--- src/rtl/core/cbatc_pkg.sv ---
`default_nettype none
// ----------------------------------------------------------------------------
// cbatc_pkg
// Shared types, widths and constants for the block-averaged,
// temperature-compensated conductivity unit.
// ----------------------------------------------------------------------------
package cbatc_pkg;

   localparam int SAMPLE_W = 16;
   localparam int TEMP_W   = 16;
   localparam int OUT_W    = 16;
   localparam int SUM_W    = 24;
   localparam int CNT_W    = 8;
   localparam int CC_W     = 24;
   localparam int COEF_W   = 16;
   localparam int REF_W    = 14;
   localparam int SCALE_W  = 7;
   localparam int K_W      = CC_W + SCALE_W;
   localparam int NUM_W    = SUM_W + K_W;
   localparam int DEN_W    = 35;
   localparam int DMAG_W   = 33;
   localparam int CSR_W    = 2;
   localparam int CSR_DATA_W = 24;

   localparam logic [SCALE_W-1:0]  CENTI_SCALE   = 7'd100;
   localparam logic [DEN_W-1:0]    Q16_TIMES_100 = 35'd6553600;
   localparam logic [OUT_W-1:0]    OUT_MAX       = 16'hFFFF;

   localparam logic [CNT_W-1:0]    BLOCK_LENGTH_RST = 8'd5;
   localparam logic [CC_W-1:0]     CELL_CONST_RST   = 24'd337110;
   localparam logic [COEF_W-1:0]   TEMP_COEFF_RST   = 16'd1376;
   localparam logic [REF_W-1:0]    REF_TEMP_RST     = 14'd2500;

   typedef enum logic [CSR_W-1:0] {
      CSR_BLOCK_LENGTH = 2'd0,
      CSR_CELL_CONSTANT = 2'd1,
      CSR_TEMP_COEFF = 2'd2,
      CSR_REF_TEMP = 2'd3
   } csr_index_type;

   typedef struct packed {
      logic [SAMPLE_W-1:0] raw_sample;
      logic [TEMP_W-1:0]   temp_centi;
   } req_type;

   typedef struct packed {
      logic [OUT_W-1:0] compensated;
      logic             saturated;
   } rsp_type;

endpackage
`default_nettype wire

--- src/rtl/core/cbatc_mean_div.sv ---
`default_nettype none
// ----------------------------------------------------------------------------
// cbatc_mean_div
// Bit-serial restoring divider: block sum over sample count, one quotient
// bit per cycle.
// ----------------------------------------------------------------------------
module cbatc_mean_div
   import cbatc_pkg::*;
(
   input  wire logic             clock,
   input  wire logic             reset,
   input  wire logic             start,
   input  wire logic [SUM_W-1:0] dividend,
   input  wire logic [CNT_W-1:0] divisor,
   output logic                  done,
   output logic [SUM_W-1:0]      quotient
);

   localparam int STEP_W = $clog2(SUM_W);
   localparam logic [STEP_W-1:0] LAST_STEP = STEP_W'(SUM_W - 1);

   logic              busy_ff, busy_in;
   logic              done_ff, done_in;
   logic [STEP_W-1:0] step_ff, step_in;
   logic [CNT_W-1:0]  rem_ff, rem_in;
   logic [SUM_W-1:0]  quo_ff, quo_in;
   logic [CNT_W-1:0]  dsr_ff;
   logic [CNT_W+1:0]  trial;
   logic              qbit;

   assign trial = {1'b0, rem_ff, quo_ff[SUM_W-1]} - {2'b00, dsr_ff};
   assign qbit  = ~trial[CNT_W+1];

   always_comb begin
      busy_in = busy_ff;
      done_in = 1'b0;
      step_in = step_ff;
      rem_in  = qbit ? trial[CNT_W-1:0] : {rem_ff[CNT_W-2:0], quo_ff[SUM_W-1]};
      quo_in  = {quo_ff[SUM_W-2:0], qbit};
      if (start) begin
         busy_in = 1'b1;
         step_in = '0;
      end else if (busy_ff) begin
         step_in = step_ff + 1'b1;
         if (step_ff == LAST_STEP) begin
            busy_in = 1'b0;
            done_in = 1'b1;
         end
      end
   end

   always_ff @(posedge clock) begin
      if (reset) begin
         busy_ff <= 1'b0;
         done_ff <= 1'b0;
         step_ff <= '0;
      end else begin
         busy_ff <= busy_in;
         done_ff <= done_in;
         step_ff <= step_in;
      end
   end

   always_ff @(posedge clock) begin
      if (start) begin
         rem_ff <= '0;
         quo_ff <= dividend;
         dsr_ff <= divisor;
      end else if (busy_ff) begin
         rem_ff <= rem_in;
         quo_ff <= quo_in;
      end
   end

   assign done     = done_ff;
   assign quotient = quo_ff;

endmodule
`default_nettype wire

--- src/rtl/core/cbatc_serial_mul.sv ---
`default_nettype none
// ----------------------------------------------------------------------------
// cbatc_serial_mul
// Shift-add multiplier: mean times scaled cell constant, one multiplier bit
// per cycle, LSB first.
// ----------------------------------------------------------------------------
module cbatc_serial_mul
   import cbatc_pkg::*;
(
   input  wire logic             clock,
   input  wire logic             reset,
   input  wire logic             start,
   input  wire logic [SUM_W-1:0] multiplier,
   input  wire logic [K_W-1:0]   multiplicand,
   output logic                  done,
   output logic [NUM_W-1:0]      product
);

   localparam int STEP_W = $clog2(SUM_W);
   localparam logic [STEP_W-1:0] LAST_STEP = STEP_W'(SUM_W - 1);

   logic              busy_ff, busy_in;
   logic              done_ff, done_in;
   logic [STEP_W-1:0] step_ff, step_in;
   logic [K_W-1:0]    acc_ff, acc_in;
   logic [SUM_W-1:0]  mier_ff, mier_in;
   logic [K_W-1:0]    mcand_ff;
   logic [K_W:0]      psum;

   assign psum    = {1'b0, acc_ff} + (mier_ff[0] ? {1'b0, mcand_ff} : '0);
   assign acc_in  = psum[K_W:1];
   assign mier_in = {psum[0], mier_ff[SUM_W-1:1]};

   always_comb begin
      busy_in = busy_ff;
      done_in = 1'b0;
      step_in = step_ff;
      if (start) begin
         busy_in = 1'b1;
         step_in = '0;
      end else if (busy_ff) begin
         step_in = step_ff + 1'b1;
         if (step_ff == LAST_STEP) begin
            busy_in = 1'b0;
            done_in = 1'b1;
         end
      end
   end

   always_ff @(posedge clock) begin
      if (reset) begin
         busy_ff <= 1'b0;
         done_ff <= 1'b0;
         step_ff <= '0;
      end else begin
         busy_ff <= busy_in;
         done_ff <= done_in;
         step_ff <= step_in;
      end
   end

   always_ff @(posedge clock) begin
      if (start) begin
         acc_ff   <= '0;
         mier_ff  <= multiplier;
         mcand_ff <= multiplicand;
      end else if (busy_ff) begin
         acc_ff  <= acc_in;
         mier_ff <= mier_in;
      end
   end

   assign done    = done_ff;
   assign product = {acc_ff, mier_ff};

endmodule
`default_nettype wire

--- src/rtl/core/cbatc_quot_div.sv ---
`default_nettype none
// ----------------------------------------------------------------------------
// cbatc_quot_div
// Saturating bit-serial divider: scaled numerator over compensation
// denominator, overflow check up front, then one quotient bit per cycle.
// ----------------------------------------------------------------------------
module cbatc_quot_div
   import cbatc_pkg::*;
(
   input  wire logic              clock,
   input  wire logic              reset,
   input  wire logic              start,
   input  wire logic [NUM_W-1:0]  numer,
   input  wire logic [DMAG_W-1:0] denom,
   output logic                   done,
   output rsp_type                result
);

   localparam int STEP_W = $clog2(OUT_W);
   localparam logic [STEP_W-1:0] LAST_STEP = STEP_W'(OUT_W - 1);

   logic              busy_ff, busy_in;
   logic              done_ff, done_in;
   logic [STEP_W-1:0] step_ff, step_in;
   logic [DMAG_W-1:0] rem_ff, rem_in;
   logic [OUT_W-1:0]  quo_ff, quo_in;
   logic [DMAG_W-1:0] dsr_ff;
   logic              sat_ff;
   logic              over;
   logic [DMAG_W+1:0] trial;
   logic              qbit;

   assign over  = numer[NUM_W-1:OUT_W] >= (NUM_W-OUT_W)'(denom);
   assign trial = {1'b0, rem_ff, quo_ff[OUT_W-1]} - {2'b00, dsr_ff};
   assign qbit  = ~trial[DMAG_W+1];
   assign rem_in = qbit ? trial[DMAG_W-1:0] : {rem_ff[DMAG_W-2:0], quo_ff[OUT_W-1]};
   assign quo_in = {quo_ff[OUT_W-2:0], qbit};

   always_comb begin
      busy_in = busy_ff;
      done_in = 1'b0;
      step_in = step_ff;
      if (start) begin
         step_in = '0;
         if (over) begin
            done_in = 1'b1;
         end else begin
            busy_in = 1'b1;
         end
      end else if (busy_ff) begin
         step_in = step_ff + 1'b1;
         if (step_ff == LAST_STEP) begin
            busy_in = 1'b0;
            done_in = 1'b1;
         end
      end
   end

   always_ff @(posedge clock) begin
      if (reset) begin
         busy_ff <= 1'b0;
         done_ff <= 1'b0;
         step_ff <= '0;
      end else begin
         busy_ff <= busy_in;
         done_ff <= done_in;
         step_ff <= step_in;
      end
   end

   always_ff @(posedge clock) begin
      if (start) begin
         rem_ff <= numer[OUT_W+DMAG_W-1:OUT_W];
         quo_ff <= numer[OUT_W-1:0];
         dsr_ff <= denom;
         sat_ff <= over;
      end else if (busy_ff) begin
         rem_ff <= rem_in;
         quo_ff <= quo_in;
      end
   end

   assign done               = done_ff;
   assign result.compensated = sat_ff ? OUT_MAX : quo_ff;
   assign result.saturated   = sat_ff;

endmodule
`default_nettype wire

--- src/rtl/core/conductivity_block_average_temp_comp_unit.sv ---
`default_nettype none
// ----------------------------------------------------------------------------
// conductivity_block_average_temp_comp_unit
// Block-averaged conductivity with linear temperature compensation.
// ----------------------------------------------------------------------------
// A request that does not close a block is added to the block sum and count,
// gives no response and leaves the unit ready. The request that closes a block
// starts three bit-serial units in turn: the mean divider, the shift-add
// multiplier and the saturating quotient divider, which skips its serial steps
// on overflow and is not started for a denominator that is not positive. The
// next request is taken once the response is in the output register. A pending
// response does not hold off requests that do not close a block.
// ----------------------------------------------------------------------------
module conductivity_block_average_temp_comp_unit
   import cbatc_pkg::*;
(
   input  wire logic                  clock,
   input  wire logic                  reset,
   input  wire logic                  req_valid,
   output logic                       req_ready,
   input  wire req_type               req_data,
   output logic                       rsp_valid,
   input  wire logic                  rsp_ready,
   output rsp_type                    rsp_data,
   input  wire logic                  csr_we,
   input  wire csr_index_type         csr_index,
   input  wire logic [CSR_DATA_W-1:0] csr_wdata
);

   typedef enum logic [2:0] {
      ST_IDLE,
      ST_MEAN,
      ST_MUL,
      ST_QUOT,
      ST_DONE
   } state_type;

   state_type         state_ff, state_in;
   logic              rsp_valid_ff, rsp_valid_in;
   logic [SUM_W-1:0]  sum_ff, sum_in;
   logic [CNT_W-1:0]  count_ff, count_in;

   logic [CNT_W-1:0]  blen_ff;
   logic [CC_W-1:0]   cc_ff;
   logic [COEF_W-1:0] coeff_ff;
   logic [REF_W-1:0]  ref_ff;

   logic signed [DEN_W-1:0] prod_ff, prod_in;
   logic signed [DEN_W-1:0] den_ff, den_in;
   logic signed [DEN_W-1:0] diff_ext, coef_ext;
   logic [K_W-1:0]    k_ff, k_in;
   rsp_type           res_ff;
   rsp_type           rsp_data_ff;

   logic              accept, closes, den_pos, load_rsp;
   logic [SUM_W-1:0]  sum_next;
   logic [CNT_W-1:0]  n_next, len;

   logic              mean_done, mul_done, quot_done;
   logic              mul_start, quot_start;
   logic [SUM_W-1:0]  mean;
   logic [NUM_W-1:0]  numer;
   rsp_type           quot_result;

   assign req_ready = (state_ff == ST_IDLE);
   assign accept    = req_valid && req_ready;
   assign sum_next  = sum_ff + SUM_W'(req_data.raw_sample);
   assign n_next    = count_ff + 1'b1;
   assign len       = (blen_ff == '0) ? CNT_W'(1) : blen_ff;
   assign closes    = (n_next >= len);

   assign diff_ext = $signed({{(DEN_W-TEMP_W){1'b0}}, req_data.temp_centi})
                   - $signed({{(DEN_W-REF_W){1'b0}}, ref_ff});
   assign coef_ext = $signed({{(DEN_W-COEF_W){1'b0}}, coeff_ff});
   assign prod_in  = diff_ext * coef_ext;
   assign den_in   = $signed(Q16_TIMES_100) + prod_ff;
   assign den_pos  = ~den_ff[DEN_W-1] && (den_ff != '0);
   assign k_in     = K_W'(cc_ff) * K_W'(CENTI_SCALE);

   assign mul_start  = (state_ff == ST_MEAN) && mean_done;
   assign quot_start = (state_ff == ST_MUL) && mul_done && den_pos;
   assign load_rsp   = (state_ff == ST_DONE) && (!rsp_valid_ff || rsp_ready);

   cbatc_mean_div u_mean_div (
      .clock    (clock),
      .reset    (reset),
      .start    (accept && closes),
      .dividend (sum_next),
      .divisor  (n_next),
      .done     (mean_done),
      .quotient (mean)
   );

   cbatc_serial_mul u_serial_mul (
      .clock        (clock),
      .reset        (reset),
      .start        (mul_start),
      .multiplier   (mean),
      .multiplicand (k_ff),
      .done         (mul_done),
      .product      (numer)
   );

   cbatc_quot_div u_quot_div (
      .clock  (clock),
      .reset  (reset),
      .start  (quot_start),
      .numer  (numer),
      .denom  (den_ff[DMAG_W-1:0]),
      .done   (quot_done),
      .result (quot_result)
   );

   always_comb begin
      state_in     = state_ff;
      sum_in       = sum_ff;
      count_in     = count_ff;
      rsp_valid_in = rsp_valid_ff && !rsp_ready;
      case (state_ff)
         ST_IDLE: begin
            if (accept) begin
               if (closes) begin
                  sum_in   = '0;
                  count_in = '0;
                  state_in = ST_MEAN;
               end else begin
                  sum_in   = sum_next;
                  count_in = n_next;
               end
            end
         end
         ST_MEAN: begin
            if (mean_done) begin
               state_in = ST_MUL;
            end
         end
         ST_MUL: begin
            if (mul_done) begin
               state_in = den_pos ? ST_QUOT : ST_DONE;
            end
         end
         ST_QUOT: begin
            if (quot_done) begin
               state_in = ST_DONE;
            end
         end
         ST_DONE: begin
            if (load_rsp) begin
               rsp_valid_in = 1'b1;
               state_in     = ST_IDLE;
            end
         end
         default: begin
            state_in = ST_IDLE;
         end
      endcase
   end

   always_ff @(posedge clock) begin
      if (reset) begin
         state_ff     <= ST_IDLE;
         rsp_valid_ff <= 1'b0;
         sum_ff       <= '0;
         count_ff     <= '0;
      end else begin
         state_ff     <= state_in;
         rsp_valid_ff <= rsp_valid_in;
         sum_ff       <= sum_in;
         count_ff     <= count_in;
      end
   end

   always_ff @(posedge clock) begin
      if (reset) begin
         blen_ff  <= BLOCK_LENGTH_RST;
         cc_ff    <= CELL_CONST_RST;
         coeff_ff <= TEMP_COEFF_RST;
         ref_ff   <= REF_TEMP_RST;
      end else if (csr_we) begin
         case (csr_index)
            CSR_BLOCK_LENGTH:  blen_ff  <= csr_wdata[CNT_W-1:0];
            CSR_CELL_CONSTANT: cc_ff    <= csr_wdata[CC_W-1:0];
            CSR_TEMP_COEFF:    coeff_ff <= csr_wdata[COEF_W-1:0];
            CSR_REF_TEMP:      ref_ff   <= csr_wdata[REF_W-1:0];
            default: begin
            end
         endcase
      end
   end

   always_ff @(posedge clock) begin
      if (accept && closes) begin
         prod_ff <= prod_in;
         k_ff    <= k_in;
      end
      if (state_ff == ST_MEAN) begin
         den_ff <= den_in;
      end
      if ((state_ff == ST_MUL) && mul_done && !den_pos) begin
         res_ff.compensated <= OUT_MAX;
         res_ff.saturated   <= 1'b1;
      end else if ((state_ff == ST_QUOT) && quot_done) begin
         res_ff <= quot_result;
      end
      if (load_rsp) begin
         rsp_data_ff <= res_ff;
      end
   end

   assign rsp_valid = rsp_valid_ff;
   assign rsp_data  = rsp_data_ff;

endmodule
`default_nettype wire

--- config.mk ---
export PLATFORM = sky130hd
export DESIGN_NAME = conductivity_block_average_temp_comp_unit
export DESIGN_NICKNAME = d
export VERILOG_FILES = /design/src/rtl/core/cbatc_pkg.sv /design/src/rtl/core/cbatc_mean_div.sv /design/src/rtl/core/cbatc_serial_mul.sv /design/src/rtl/core/cbatc_quot_div.sv /design/src/rtl/core/conductivity_block_average_temp_comp_unit.sv
export SDC_FILE = /design/constraint.sdc
export NUM_CORES = 2
export LEC_CHECK = 0
export BUFFER_PORTS_ARGS = -buffer_cell sky130_fd_sc_hd__buf_4
export CAP_MARGIN = 40
export CORE_MARGIN = 2
export CORE_UTILIZATION = 35
export DETAILED_ROUTE_END_ITERATION = 8
export PLACE_DENSITY = 0.56
export SYNTH_ARGS = -nofsm -noshare
export SYNTH_HDL_FRONTEND = slang
export SYNTH_SLANG_ARGS = --single-unit
export TNS_END_PERCENT = 5
--- constraint.sdc ---
create_clock -name clock -period 17.1 [get_ports clock]
set_input_delay 3.42 -clock clock [delete_from_list [all_inputs] [get_ports clock]]
set_output_delay 3.42 -clock clock [all_outputs]
set_load 0.03 [all_outputs]
==> reports/qor.csv <==
metric;value;unit
hold_buffers;0;
dieArea;0.105;mm^2
clockBufferDepth;3;
synth_cell_types;76;
grt_pass1_vias;25600;
tightestPinTransition;883;ps
syn_area_per_cell;9.40;um^2
vias_per_cell;4.81;
maxSlewViolCount;0;
worstPathRequired;17470;ps
end_kind;flop;
min_path_cells;0;
maxCapViolCount;0;
leakage;17.9;nW
cp.buffers_inverters;8;
ir_drop;0.000141;V
swShare;38.4;%
cp_top_family;adder cells;
area_growth;11.7;%
dpl_worst_slack;4840;ps
syn_area;0.0359;mm^2
grt_max_degree;76;
n_antenna_cell;0;
hold_path.class;reg2reg;
skew;40.2;ps
slowest_delay;920;ps
cell_internal_pwr;0.00302;W
cts_buffers;51;
outcome;completed;
clk_pin_slew;60;ps
synth_simple_gate_area_share;15.6;%
seq_area;0.0120;mm^2
rows;117;
io_pins;82;
p_sw;0.00188;W
final-hold-violation-count;0;
multi_input_area;0.0212;mm^2
synthAdderAreaFrac;27.6;%
fill_cells;10200;
synth_xor_area_share;4.12;%
finalCriticalPeriod;11590;ps
synth_top_family_by_area;adder cells;
clkLatencyLatePin;640;ps
muxShareOfSynthArea;0.839;%
cpMostUsedCell;fa_1;
finalCritPeriodShare;67.8;%
layout.nets;4561;
vias;25500;
dieHeight;324;um
r2r-start;ref_ff[0]$_SDFFE_PP0P_;
cpMaxStageDelayCell;fa_1;
worstHoldStart;k_ff[8]$_DFFE_PP_;
fin_ws;5510;ps
clock.fmax;0.0863;GHz
r2r-end;prod_ff[33]$_DFFE_PP_;
drt-total-wl;83.4;mm
r2r.worst_path.cells;32;
reg2reg_slack;8080;ps
wl_met2;37.6;mm
cts_sinks;457;
dr_wl_met3;3.77;mm
cts_root_buf;clkbuf_16;
cts_setup_buffers;0;
ys.flop_type;edfxtp_1;
overflow;0;
slew_headroom;41.1;%
setup_viol;0;
initial_utilization;35.3;%
post_cts_resized;0;
rsz0062_at_grt;no;
holdPathEnd;u_serial_mul.mcand_ff[8]$_DFFE_PP_;
routedWlPerCell;15.8;um
drtAntennaViolNets;0;
gp_congestion;0.835;
ys_seq_area_share;33.3;%
grt_util_all_layers;15.9;%
cts_htree_levels;2;
combPwrFrac;47.6;%
wl_met1;40.1;mm
fp.dieW;324;um
pwr-share-seq;28.3;%
synth_compound_area_share;10.8;%
tns;0;ps
antenna_found_initial;4;
drive_gt1_share;6.52;%
cp.arrival;11960;ps
routed.top_layer;met4;
synthArstFlopShare;0;%
grt_pass1_wl;136;mm
hpwl;64.4;mm
syn_nets;4500;
drt_iter0_drc;1391;
portBuffers;81;
startpoint_type;input port;
final_cell_mix;inv_1, nand2_1, ha_1;
synth_seq_cells;457;
remaining_drc_errors;0;
synth-edff-count;283;
p_clk_share;24.1;%
final_common_cell;inv_1;
synthCells;3825;
cp_max_fo;16;
worstSetupPathType;in2reg;
ys_warn_count;0;
tritoncts;built;
power_density;122;mW/mm^2
first_pass_iters;5;
core_region_area;0.102;mm^2
==> power by group through the flow <==
stage                     Sequential (W)  Clock (W)  Combinational [W]
after floorplan                  0.00138          0            0.00182
after global placement           0.00141          0            0.00232
after detailed placement         0.00141          0            0.00235
after CTS                        0.00139    0.00122            0.00236
after global routing             0.00139    0.00126            0.00272
final                            0.00139    0.00118            0.00234
==> stage by stage <==
stage          power, W  util (%)  instance area, um^2  instances  hold slack, ps
2_1_floorplan   0.00321         -                35900       3825             400
3_3_place_gp    0.00373      37.4                38100       5188             401
3_5_place_dp    0.00376      37.6                38300       5200             405
4_1_cts         0.00497      39.4                40100       5295             398
5_1_grt         0.00537      39.4                40200       5296             410
6_report        0.00490      39.4                40200       5296             393
==> cells in the mapped netlist, types with 7 or more instances <==
| cell type | n | area share, % |
|---|---|---|
| o31ai_1 | 7 | 0.15 |
| a211o_1 | 20 | 0.49 |
| a31o_2 | 9 | 0.22 |
| clkbuf_1 | 110 | 1.1 |
| ha_1 | 309 | 11 |
| o211ai_1 | 14 | 0.29 |
| a31oi_1 | 21 | 0.37 |
| nand2_1 | 508 | 5.3 |
| nor3_1 | 78 | 1.1 |
| a211oi_1 | 32 | 0.67 |
| nand2b_1 | 34 | 0.59 |
| nand3_1 | 41 | 0.57 |
| and2_1 | 157 | 2.7 |
| a21oi_1 | 226 | 3.1 |
| nand4_1 | 16 | 0.28 |
| nor4_1 | 14 | 0.24 |
| mux2i_1 | 29 | 0.81 |
| nor2b_1 | 46 | 0.80 |
| and3_1 | 26 | 0.45 |
| o21bai_1 | 14 | 0.29 |
| nand3b_1 | 18 | 0.38 |
| a21o_1 | 59 | 1.2 |
| nor2_1 | 223 | 2.3 |
| dfxtp_1 | 174 | 9.7 |
| or3_1 | 12 | 0.21 |
| buf_1 | 9 | 0.094 |
| inv_1 | 603 | 6.3 |
| xnor2_1 | 111 | 2.7 |
| or2_2 | 10 | 0.17 |
| o21a_1 | 29 | 0.61 |
| fa_1 | 303 | 17 |
| o21ai_0 | 133 | 1.9 |
| xor2_1 | 58 | 1.4 |
| edfxtp_1 | 283 | 24 |
==> sequential cells by signal, indices dropped and copies added, names as in the netlist, 14 cells and up <==
signal / flops
ref_ff: 14
u_mean_div.quotient: 24
k_ff: 29
sum_ff: 24
u_quot_div.rem_ff: 33
u_quot_div.dsr_ff: 33
coeff_ff: 16
u_serial_mul.mcand_ff: 29
prod_ff: 34
rsp_data: 17
u_quot_div.quo_ff: 16
den_ff: 35
cc_ff: 24
u_serial_mul.mier_ff: 24
res_ff: 17
u_serial_mul.acc_ff: 31
==> metal layers <==
metal | up-vias | track usage [%]
li1 | 12700 | -
met1 | 12200 | 22.1
met2 | 450 | 25.9
met3 | 109 | 2.22
met4 | 0 | 4.26
met5 | - | 0
==> worst max-delay path by stage <==
stage                            from                    end  slack (ps)  cells after the start
after detailed placement  req_data[0]  prod_ff[33]$_DFFE_PP_        4840                     34
after global placement    req_data[0]  prod_ff[33]$_DFFE_PP_        4920                     34
after CTS                 req_data[0]  prod_ff[33]$_DFFE_PP_        5480                     34
after global routing      req_data[0]  prod_ff[33]$_DFFE_PP_        4630                     34
after floorplan           req_data[0]  prod_ff[33]$_DFFE_PP_        5560                     32
final                     req_data[0]  prod_ff[33]$_DFFE_PP_        5510                     34
==> cell type report <==
class | instances | share of cell area (%)
multi-input cells | 2637 | 52.9
flip-flops and latches | 457 | 29.8
inverters | 606 | 5.67
well taps | 1368 | 4.26
clock buffers | 69 | 3.71
repair buffers | 133 | 2.77
clock inverters | 26 | 0.860
==> cell families (layout without fill, tap and decap cells) <==
logic type | after synthesis | count (layout)
multiplexers | 30 | 30
AND/OR/NAND/NOR | 1201 | 1201
flip-flops | 457 | 457
adder cells (fa/ha/maj) | 612 | 612
buffers and inverters | 731 | 834
XOR/XNOR | 169 | 169
AO/OA/AOI/OAI | 625 | 625
Note: power is estimated with default switching activity, not from simulation.
